**src/rtl/core/pbs_pkg.sv**
```systemverilog
// Shared types and constants for the priority batch scheduler.
// No dependencies; every other file of the block refers to this package.
package pbs_pkg;

    localparam int PRIO_W  = 16;
    localparam int TAG_W   = 16;
    localparam int SIZE_W  = 16;
    localparam int LIMIT_W = 24;
    localparam int SUM_W   = 25;

    // operation codes of an input item
    localparam logic OP_INSERT = 1'b0;
    localparam logic OP_END    = 1'b1;

    // command from the front to the back: optional flush, then optional insert
    typedef struct packed {
        logic                     flush;
        logic                     final_flag;
        logic                     insert;
        logic signed [PRIO_W-1:0] prio;
        logic        [TAG_W-1:0]  tag;
    } t_cmd;

endpackage

```
**src/rtl/core/pbs_in_if.sv**
```systemverilog
// Input packet channel of the priority batch scheduler.
// Depends on pbs_pkg for field widths.
interface pbs_in_if;
    logic                             valid;
    logic                             ready;
    logic                             operation;
    logic signed [pbs_pkg::PRIO_W-1:0] priority_req;
    logic        [pbs_pkg::SIZE_W-1:0] packet_size;
    logic        [pbs_pkg::TAG_W-1:0]  packet_tag;

    modport source (output valid, operation, priority_req, packet_size, packet_tag,
                    input ready);
    modport sink (input valid, operation, priority_req, packet_size, packet_tag,
                  output ready);
endinterface

```
**src/rtl/core/pbs_out_if.sv**
```systemverilog
// Result channel of the priority batch scheduler.
// Depends on pbs_pkg for field widths.
interface pbs_out_if;
    logic                             valid;
    logic                             ready;
    logic        [pbs_pkg::TAG_W-1:0]  out_tag;
    logic signed [pbs_pkg::PRIO_W-1:0] out_priority;
    logic                             last_in_batch;
    logic                             final_batch;

    modport source (output valid, out_tag, out_priority, last_in_batch, final_batch,
                    input ready);
    modport sink (input valid, out_tag, out_priority, last_in_batch, final_batch,
                  output ready);
endinterface

```
**src/rtl/core/pbs_cfg_if.sv**
```systemverilog
// Configuration write channel of the priority batch scheduler (size limit).
// Depends on pbs_pkg for the register width.
interface pbs_cfg_if;
    logic                              valid;
    logic                              ready;
    logic [pbs_pkg::LIMIT_W-1:0]       size_limit;

    modport source (output valid, size_limit, input ready);
    modport sink (input valid, size_limit, output ready);
endinterface

```
**src/rtl/core/pbs_front.sv**
```systemverilog
// Front end: accepts packet items, tracks queue fill and size sum, decides
// flushes and pushes commands into a two-entry command queue. Uses pbs_pkg.
module pbs_front #(
    parameter int QUEUE_DEPTH = 16
) (
    input  logic                          i_clk,
    input  logic                          i_rst_n,
    pbs_in_if.sink                        i_pkt,
    input  logic [pbs_pkg::LIMIT_W-1:0]   i_size_limit,
    output logic                          o_cmd_valid,
    output pbs_pkg::t_cmd                 o_cmd,
    input  logic                          i_cmd_ready
);

    localparam int CNT_W  = $clog2(QUEUE_DEPTH + 1);
    localparam int FIFO_D = 2;

    logic [CNT_W-1:0]              r_cnt, n_cnt;
    logic [pbs_pkg::SUM_W-1:0]     r_sum, n_sum;
    pbs_pkg::t_cmd                 r_fifo [FIFO_D];
    logic                          r_wr_ptr, r_rd_ptr;
    logic [1:0]                    r_fill;

    logic                          w_accept, w_pop, w_push;
    logic [pbs_pkg::SUM_W:0]       w_total;
    logic                          w_over, w_full, w_nonempty;
    pbs_pkg::t_cmd                 w_cmd;

    assign i_pkt.ready = (r_fill != 2'(FIFO_D));
    assign w_accept    = i_pkt.valid && i_pkt.ready;
    assign o_cmd_valid = (r_fill != 2'd0);
    assign o_cmd       = r_fifo[r_rd_ptr];
    assign w_pop       = o_cmd_valid && i_cmd_ready;

    assign w_total    = {1'b0, r_sum} + (pbs_pkg::SUM_W + 1)'(i_pkt.packet_size);
    assign w_over     = w_total > (pbs_pkg::SUM_W + 1)'(i_size_limit);
    assign w_full     = r_cnt >= CNT_W'(QUEUE_DEPTH);
    assign w_nonempty = r_cnt != '0;

    // classify the item against the queue as it will stand when the back runs it
    always_comb begin
        w_cmd.flush      = 1'b0;
        w_cmd.final_flag = 1'b0;
        w_cmd.insert     = 1'b0;
        w_cmd.prio       = i_pkt.priority_req;
        w_cmd.tag        = i_pkt.packet_tag;
        w_push           = 1'b0;
        n_cnt            = r_cnt;
        n_sum            = r_sum;
        case (i_pkt.operation)
            pbs_pkg::OP_INSERT: begin
                w_cmd.flush  = (w_nonempty && w_over) || w_full;
                w_cmd.insert = 1'b1;
                w_push       = 1'b1;
                if (w_cmd.flush) begin
                    n_cnt = CNT_W'(1);
                    n_sum = pbs_pkg::SUM_W'(i_pkt.packet_size);
                end else begin
                    n_cnt = r_cnt + CNT_W'(1);
                    n_sum = w_total[pbs_pkg::SUM_W-1:0];
                end
            end
            pbs_pkg::OP_END: begin
                // drop an end on an empty queue
                w_cmd.flush      = w_nonempty;
                w_cmd.final_flag = 1'b1;
                w_push           = w_nonempty;
                n_cnt            = '0;
                n_sum            = '0;
            end
            default: begin
                w_push = 1'b0;
            end
        endcase
    end

    always_ff @(posedge i_clk) begin
        if (!i_rst_n) begin
            r_cnt    <= '0;
            r_sum    <= '0;
            r_wr_ptr <= 1'b0;
            r_rd_ptr <= 1'b0;
            r_fill   <= 2'd0;
        end else begin
            if (w_accept) begin
                r_cnt <= n_cnt;
                r_sum <= n_sum;
            end
            if (w_accept && w_push) begin
                r_wr_ptr <= ~r_wr_ptr;
            end
            if (w_pop) begin
                r_rd_ptr <= ~r_rd_ptr;
            end
            r_fill <= r_fill + 2'(w_accept && w_push) - 2'(w_pop);
        end
    end

    always_ff @(posedge i_clk) begin
        if (w_accept && w_push) begin
            r_fifo[r_wr_ptr] <= w_cmd;
        end
    end

endmodule

```
**src/rtl/core/pbs_back.sv**
```systemverilog
// Back end: holds the sorted entry queue, inserts in place and drains flushes
// one item per cycle into the free result register. Uses pbs_pkg, pbs_out_if.
module pbs_back #(
    parameter int QUEUE_DEPTH = 16
) (
    input  logic          i_clk,
    input  logic          i_rst_n,
    input  logic          i_cmd_valid,
    input  pbs_pkg::t_cmd i_cmd,
    output logic          o_cmd_ready,
    pbs_out_if.source     o_res
);

    localparam int CNT_W = $clog2(QUEUE_DEPTH + 1);

    typedef enum logic {
        ST_IDLE,
        ST_FLUSH
    } t_state;

    t_state                              r_state, n_state;
    logic [CNT_W-1:0]                    r_cnt, n_cnt;
    pbs_pkg::t_cmd                       r_pend, n_pend;
    logic signed [pbs_pkg::PRIO_W-1:0]   r_prio [QUEUE_DEPTH];
    logic signed [pbs_pkg::PRIO_W-1:0]   n_prio [QUEUE_DEPTH];
    logic        [pbs_pkg::TAG_W-1:0]    r_tag  [QUEUE_DEPTH];
    logic        [pbs_pkg::TAG_W-1:0]    n_tag  [QUEUE_DEPTH];

    logic                                r_out_valid, n_out_valid;
    logic        [pbs_pkg::TAG_W-1:0]    r_out_tag, n_out_tag;
    logic signed [pbs_pkg::PRIO_W-1:0]   r_out_prio, n_out_prio;
    logic                                r_out_last, n_out_last;
    logic                                r_out_final, n_out_final;

    logic                                w_out_free;
    logic [QUEUE_DEPTH-1:0]              w_ge;

    assign o_cmd_ready         = (r_state == ST_IDLE);
    assign w_out_free          = !r_out_valid || o_res.ready;
    assign o_res.valid         = r_out_valid;
    assign o_res.out_tag       = r_out_tag;
    assign o_res.out_priority  = r_out_prio;
    assign o_res.last_in_batch = r_out_last;
    assign o_res.final_batch   = r_out_final;

    // entries that stay ahead of the new one; a prefix since the queue is sorted
    always_comb begin
        for (int i = 0; i < QUEUE_DEPTH; i++) begin
            w_ge[i] = (CNT_W'(i) < r_cnt) && (r_prio[i] >= i_cmd.prio);
        end
    end

    always_comb begin
        n_state     = r_state;
        n_cnt       = r_cnt;
        n_pend      = r_pend;
        n_prio      = r_prio;
        n_tag       = r_tag;
        n_out_valid = r_out_valid;
        n_out_tag   = r_out_tag;
        n_out_prio  = r_out_prio;
        n_out_last  = r_out_last;
        n_out_final = r_out_final;

        if (r_out_valid && o_res.ready) begin
            n_out_valid = 1'b0;
        end

        case (r_state)
            ST_IDLE: begin
                if (i_cmd_valid) begin
                    if (i_cmd.flush) begin
                        n_state = ST_FLUSH;
                        n_pend  = i_cmd;
                    end else if (i_cmd.insert) begin
                        if (!w_ge[0]) begin
                            n_prio[0] = i_cmd.prio;
                            n_tag[0]  = i_cmd.tag;
                        end
                        for (int i = 1; i < QUEUE_DEPTH; i++) begin
                            if (!w_ge[i]) begin
                                if (w_ge[i-1]) begin
                                    n_prio[i] = i_cmd.prio;
                                    n_tag[i]  = i_cmd.tag;
                                end else begin
                                    n_prio[i] = r_prio[i-1];
                                    n_tag[i]  = r_tag[i-1];
                                end
                            end
                        end
                        n_cnt = r_cnt + CNT_W'(1);
                    end
                end
            end
            ST_FLUSH: begin
                if (w_out_free) begin
                    // emit the head and advance the queue by one
                    n_out_valid = 1'b1;
                    n_out_tag   = r_tag[0];
                    n_out_prio  = r_prio[0];
                    n_out_last  = (r_cnt == CNT_W'(1));
                    n_out_final = r_pend.final_flag;
                    for (int i = 0; i < QUEUE_DEPTH - 1; i++) begin
                        n_prio[i] = r_prio[i+1];
                        n_tag[i]  = r_tag[i+1];
                    end
                    n_cnt = r_cnt - CNT_W'(1);
                    if (r_cnt == CNT_W'(1)) begin
                        n_state = ST_IDLE;
                        // the queue is now empty: the held insert lands at the head
                        if (r_pend.insert) begin
                            n_prio[0] = r_pend.prio;
                            n_tag[0]  = r_pend.tag;
                            n_cnt     = CNT_W'(1);
                        end
                    end
                end
            end
            default: begin
                n_state = ST_IDLE;
            end
        endcase
    end

    always_ff @(posedge i_clk) begin
        if (!i_rst_n) begin
            r_state     <= ST_IDLE;
            r_cnt       <= '0;
            r_out_valid <= 1'b0;
        end else begin
            r_state     <= n_state;
            r_cnt       <= n_cnt;
            r_out_valid <= n_out_valid;
        end
        r_pend      <= n_pend;
        r_out_tag   <= n_out_tag;
        r_out_prio  <= n_out_prio;
        r_out_last  <= n_out_last;
        r_out_final <= n_out_final;
    end

    always_ff @(posedge i_clk) begin
        r_prio <= n_prio;
        r_tag  <= n_tag;
    end

endmodule

```
**src/rtl/core/priority_batch_scheduler.sv**
```systemverilog
// Priority batch scheduler: top level with the size-limit register.
// Depends on pbs_pkg, the three channel interfaces, pbs_front and pbs_back.
//
// Packets are kept sorted by descending priority (ties in arrival order) and
// flushed as a batch when the next packet would push the size sum past the
// limit, when the queue already holds QUEUE_DEPTH packets, or on an end item.
// The front accepts one item per cycle while its two-entry command queue has
// room; the back retires an insert through a parallel compare-and-shift over
// all queue entries. A flush in the back first takes the command, then emits
// one result per cycle through the single result register while that register
// is free. The insert that caused it completes in the same cycle as the last
// result. A stalled result channel holds the back, and the front fills its
// queue and then holds the input. The user must write the size limit only
// while the block is idle; the block itself does not enforce it.
module priority_batch_scheduler #(
    parameter int QUEUE_DEPTH = 16
) (
    input  logic      i_clk,
    input  logic      i_rst_n,
    pbs_in_if.sink    i_pkt,
    pbs_cfg_if.sink   i_cfg,
    pbs_out_if.source o_res
);

    logic [pbs_pkg::LIMIT_W-1:0] r_size_limit;
    logic                        w_cmd_valid;
    logic                        w_cmd_ready;
    pbs_pkg::t_cmd               w_cmd;

    assign i_cfg.ready = 1'b1;

    always_ff @(posedge i_clk) begin
        if (!i_rst_n) begin
            r_size_limit <= '0;
        end else if (i_cfg.valid && i_cfg.ready) begin
            r_size_limit <= i_cfg.size_limit;
        end
    end

    pbs_front #(
        .QUEUE_DEPTH (QUEUE_DEPTH)
    ) u_front (
        .i_clk        (i_clk),
        .i_rst_n      (i_rst_n),
        .i_pkt        (i_pkt),
        .i_size_limit (r_size_limit),
        .o_cmd_valid  (w_cmd_valid),
        .o_cmd        (w_cmd),
        .i_cmd_ready  (w_cmd_ready)
    );

    pbs_back #(
        .QUEUE_DEPTH (QUEUE_DEPTH)
    ) u_back (
        .i_clk       (i_clk),
        .i_rst_n     (i_rst_n),
        .i_cmd_valid (w_cmd_valid),
        .i_cmd       (w_cmd),
        .o_cmd_ready (w_cmd_ready),
        .o_res       (o_res)
    );

endmodule
```
**src/flat_wrapper.sv**
```systemverilog
// flat-port wrapper written by rule: the top's interface ports become plain ports
module priority_batch_scheduler_flat 
#(
    parameter int QUEUE_DEPTH = 16
)
  (i_clk, i_rst_n, i_pkt_valid, i_pkt_operation, i_pkt_priority_req, i_pkt_packet_size, i_pkt_packet_tag, i_pkt_ready, i_cfg_valid, i_cfg_size_limit, i_cfg_ready, o_res_valid, o_res_out_tag, o_res_out_priority, o_res_last_in_batch, o_res_final_batch, o_res_ready);
  pbs_in_if i_pkt_i ();
  pbs_cfg_if i_cfg_i ();
  pbs_out_if o_res_i ();
  input  logic i_clk;
  input  logic i_rst_n;
  input wire logic [$bits(i_pkt_i.valid)-1:0] i_pkt_valid;
  input wire logic [$bits(i_pkt_i.operation)-1:0] i_pkt_operation;
  input wire logic [$bits(i_pkt_i.priority_req)-1:0] i_pkt_priority_req;
  input wire logic [$bits(i_pkt_i.packet_size)-1:0] i_pkt_packet_size;
  input wire logic [$bits(i_pkt_i.packet_tag)-1:0] i_pkt_packet_tag;
  output wire logic [$bits(i_pkt_i.ready)-1:0] i_pkt_ready;
  input wire logic [$bits(i_cfg_i.valid)-1:0] i_cfg_valid;
  input wire logic [$bits(i_cfg_i.size_limit)-1:0] i_cfg_size_limit;
  output wire logic [$bits(i_cfg_i.ready)-1:0] i_cfg_ready;
  output wire logic [$bits(o_res_i.valid)-1:0] o_res_valid;
  output wire logic [$bits(o_res_i.out_tag)-1:0] o_res_out_tag;
  output wire logic [$bits(o_res_i.out_priority)-1:0] o_res_out_priority;
  output wire logic [$bits(o_res_i.last_in_batch)-1:0] o_res_last_in_batch;
  output wire logic [$bits(o_res_i.final_batch)-1:0] o_res_final_batch;
  input wire logic [$bits(o_res_i.ready)-1:0] o_res_ready;
  assign i_pkt_i.valid = i_pkt_valid;
  assign i_pkt_i.operation = i_pkt_operation;
  assign i_pkt_i.priority_req = i_pkt_priority_req;
  assign i_pkt_i.packet_size = i_pkt_packet_size;
  assign i_pkt_i.packet_tag = i_pkt_packet_tag;
  assign i_pkt_ready = i_pkt_i.ready;
  assign i_cfg_i.valid = i_cfg_valid;
  assign i_cfg_i.size_limit = i_cfg_size_limit;
  assign i_cfg_ready = i_cfg_i.ready;
  assign o_res_valid = o_res_i.valid;
  assign o_res_out_tag = o_res_i.out_tag;
  assign o_res_out_priority = o_res_i.out_priority;
  assign o_res_last_in_batch = o_res_i.last_in_batch;
  assign o_res_final_batch = o_res_i.final_batch;
  assign o_res_i.ready = o_res_ready;
  priority_batch_scheduler #(.QUEUE_DEPTH(QUEUE_DEPTH)) u_core (.i_clk(i_clk), .i_rst_n(i_rst_n), .i_pkt(i_pkt_i), .i_cfg(i_cfg_i), .o_res(o_res_i));
endmodule
```
**config.mk**
```make
export PLATFORM = sky130hd
export DESIGN_NAME = priority_batch_scheduler_flat
export DESIGN_NICKNAME = d
export VERILOG_FILES = /design/src/rtl/core/pbs_pkg.sv /design/src/rtl/core/pbs_in_if.sv /design/src/rtl/core/pbs_out_if.sv /design/src/rtl/core/pbs_cfg_if.sv /design/src/rtl/core/pbs_front.sv /design/src/rtl/core/pbs_back.sv /design/src/rtl/core/priority_batch_scheduler.sv /design/src/flat_wrapper.sv
export SDC_FILE = /design/constraint.sdc
export NUM_CORES = 2
export LEC_CHECK = 0
export BUFFER_PORTS_ARGS = -buffer_cell sky130_fd_sc_hd__clkbuf_2
export CORE_UTILIZATION = 41
export DETAILED_ROUTE_END_ITERATION = 10
export HOLD_SLACK_MARGIN = 0.15
export PLACE_DENSITY = 0.6
export SKIP_CTS_REPAIR_TIMING = 1
export SYNTH_ARGS = -nofsm -noshare
export SYNTH_HDL_FRONTEND = slang
export SYNTH_SLANG_ARGS = --single-unit
```
**constraint.sdc**
```tcl
create_clock -name i_clk -period 10.25 [get_ports i_clk]
set_input_delay 1.025 -clock i_clk [delete_from_list [all_inputs] [get_ports i_clk]]
set_output_delay 1.025 -clock i_clk [all_outputs]
set_load 0.005 [all_outputs]
```
==> flow_summary.toml <==
[clock_tree]
root_buffer = "clkbuf_16"
clkTransAtPathRegs_ns = 0.06
cts_tree = "built"
cts_sinks = 716
clkLatencyLatePin_ns = 0.68
cts.path.max_buffers = 3
cts_buffers = 83
htreeDepth = 3

[synth]
mappedNetlistArea_um2 = 41740
synthSimpleGateAreaFrac_pct = 12.70
synthFlopType = "edfxtp_1"
synth_fa_ha_area_share_pct = 9.131
synthTopCellsByCount = "edfxtp_1 (650), nand2_1 (455), ha_1 (303)"
synth_compound_area_share_pct = 17.40
synth-xor-area-share_pct = 0.5036
synth.area.top_cells = "edfxtp_1 (47%), ha_1 (9.1%), mux2i_1 (5.6%)"
synth_cell_type_count = 81
ys_seq_area_share_pct = 49.93
synth_edf_count = 650
async_flop_share_pct = 0
synth_top_family_by_area = "compound AO/OA/AOI/OAI gates"
synth.most_common_cell = "edfxtp_1"
syn_nets = 4301
synth_top_area_share_pct = 46.76
synth_mux_area_share_pct = 6.553
synth_warnings = 0
synth_area_leader_cell = "edfxtp_1"
synthCells = 3919
syn_area_per_cell_um2 = 10.65
ys_ff_latch = 716

[power_and_ir_drop]
leakagePower_nw = 17.31
peakVddDrop_v = 0.0002303
powerDensity_nw_per_um2 = 297.4
p_total_mw = 13.92

[floorplan]
die_area_um2 = 103100
core_um2 = 100400
num_rows = 116
io-pin-count = 115
die_x_um = 321.1
die_h_um = 321.1
start_util_pct = 41.56

[outcome]
run_status = "completed"

[worst_setup_path]
required_ns = 10.60
worstPathCellList = "mux2i_4 -> buf_4 -> ha_1 -> or4b_2 -> a21oi_1 -> o221a_2 -> nand2_1 -> a31oi_4 -> buf_4"
critPathCaptureType = "register"
path_class = "register to register"
path_common_cell = "buf_4"
cp.arrival_ns = 5.69
cp-start-kind = "register"
crit_fanout = 35
worstReg2RegEnd = "u_core.u_back.r_tag[206]"
crit_end = "u_core.u_back.r_tag[206]"
r2r_slack_ns = 4.91
r2r_cells = 9
cpMaxStageDelayCell = "dfxtp_4"
max_stage_delay_ns = 0.97

[run]
cap_violations = 0

[routing]
routed_wl_mm = 149.3
avgViaCountPerCell = 6.488
drc_errors = 0
first_iter_violations = 4596
avgRoutedWirePerCell_um = 27.93
routed-via-count = 34680
first_pass_iters = 6
ant_nets = 0

[grt]
first_global_vias = 33140
grt_overflow_total = 0
grt_max_degree = 151
antenna_found_initial = 4
grt_pass1_wl_mm = 219.1
gr-usage-all-layers_pct = 28.23

[timing]
drv_slew = 0
relSlewSlack_pct = 21.02
hold_viol_final = 0
rsz0062_at_grt = "false"
worst_pin_slew_ns = 1.185
fmax_mhz = 187.4
period_needed_ns = 5.335
skew_ns = 0.03295
setup_ws_ns = 4.915
period_share_pct = 52.05
setup_viol = 0
hold_slack_ns = 0.4228
tns_ns = 0

[min_path]
holdCritPathClass = "register to register"

[final_layout]
area_growth_pct = 12.13
diodes = 0
layout-drive-gt1-share_pct = 11.01
nNetsFinal = 4302
fin_area_um2 = 46800

[placement]
numPortBuffers = 113
dpl_cell_area_um2 = 44200
gp_congestion = 0.9055
pre_cts_ws_ns = 4.571
post-dp-hpwl_mm = 94.61
## final cells by class
type | instances | area [um2]
multi-input combinational | 2805 | 19960
clock buffer | 99 | 2158
timing repair buffer | 208 | 1291
sequential | 716 | 20850
fill | 9360 | 53640
inverter | 106 | 397.9
tap | 1357 | 1698
clock inverter | 54 | 445.4
## state kept, by name (all words and copies together) (netlist names), named ones only
signal / cells
u_core.u_back.o_res.out_tag: 16
u_core.r_size_limit: 24
u_core.u_back.r_state: 1
u_core.u_back.r_pend: 34
u_core.u_back.o_res.last_in_batch: 1
u_core.u_front.r_rd_ptr: 1
u_core.u_front.r_wr_ptr: 1
u_core.u_back.r_prio: 256
u_core.u_front.r_fill: 2
u_core.u_front.r_sum: 25
u_core.u_front.r_cnt: 5
u_core.u_back.o_res.final_batch: 1
u_core.u_back.o_res.out_priority: 16
u_core.u_back.r_tag: 256
u_core.u_front.r_fifo: 70
u_core.u_back.r_cnt: 5
u_core.u_back.o_res.valid: 1
## stage by stage
step           utilization (%)  instances
2_1_floorplan                -       3919
3_3_place_gp             44.01       5192
3_5_place_dp             44.01       5192
4_1_cts                  46.60       5345
5_1_grt                  46.60       5345
6_report                 46.60       5345
## how the worst min path moves through the flow
stage                                  start                               to  slack, ns  depth (start not counted)
floorplan           u_core.u_back.r_pend[33]  u_core.u_back.o_res.final_batch       0.40                          0
global placement    u_core.u_back.r_pend[33]  u_core.u_back.o_res.final_batch       0.41                          0
detailed placement  u_core.u_back.r_pend[33]  u_core.u_back.o_res.final_batch       0.41                          0
CTS                 u_core.u_back.r_pend[33]  u_core.u_back.o_res.final_batch       0.43                          0
global route        u_core.u_back.r_pend[33]  u_core.u_back.o_res.final_batch       0.43                          0
finish              u_core.u_back.r_pend[33]  u_core.u_back.o_res.final_batch       0.42                          0
## cell families (layout without fill, tap and decap cells)
group | count (synthesis) | count (layout)
compound gates | 1071 | 1071
xor+xnor | 24 | 24
fa+ha+maj | 304 | 304
buf+inv | 398 | 467
flops | 716 | 716
mux | 269 | 269
other cells | 1 | 1
simple gates | 1136 | 1136
## report_power, final
group | internal [mW] | switching, mW | leakage [nW]
clock | 1.64 | 1.30 | 1.28
combinational | 1.70 | 3.83 | 9.33
sequential | 4.60 | 0.858 | 6.69
total | 7.94 | 5.98 | 17.3
## cell usage in the layout, fill, tap and decap left out, drive strengths merged, types with 7 or more instances in the layout
master,instances
a221o,94
nand4,119
ha,303
buf,95
inv,78
o21ai,290
nor2b,48
o22ai,10
a21boi,9
a31oi,42
clkinv,77
a2111oi,9
o311ai,65
or3,7
a21oi,175
a211oi,48
and2,13
mux2,34
a21o,59
nor2,165
o211ai,7
nor4,36
clkbuf,212
nand2,455
mux2i,235
nor3,93
and4,9
a22oi,66
o21a,33
dfxtp,66
nand2b,12
xnor2,18
o31ai,99
nand3,157
edfxtp,650
## per-layer routing
| metal | part of all wire [%] | wire, um | up-vias | track usage (%) |
|---|---|---|---|---|
| li1 | - | - | 15180 | - |
| met1 | 42 | 62620 | 17070 | 39.52 |
| met2 | 43 | 64720 | 2141 | 42.00 |
| met3 | 12 | 17190 | 283 | 7.625 |
| met4 | 3.2 | 4747 | 4 | 9.429 |
| met5 | 0.016 | 24 | - | 0 |
## critical path: cells and delay by family (launching register included)
| family | cells | cell delay [ns] |
|---|---|---|
| compound gates | 3 | 1.78 |
| flops | 1 | 0.97 |
| buf+inv | 2 | 0.84 |
| simple gates | 2 | 0.80 |
| mux | 1 | 0.34 |
| fa+ha+maj | 1 | 0.25 |
(Power assumes the default switching activity.)
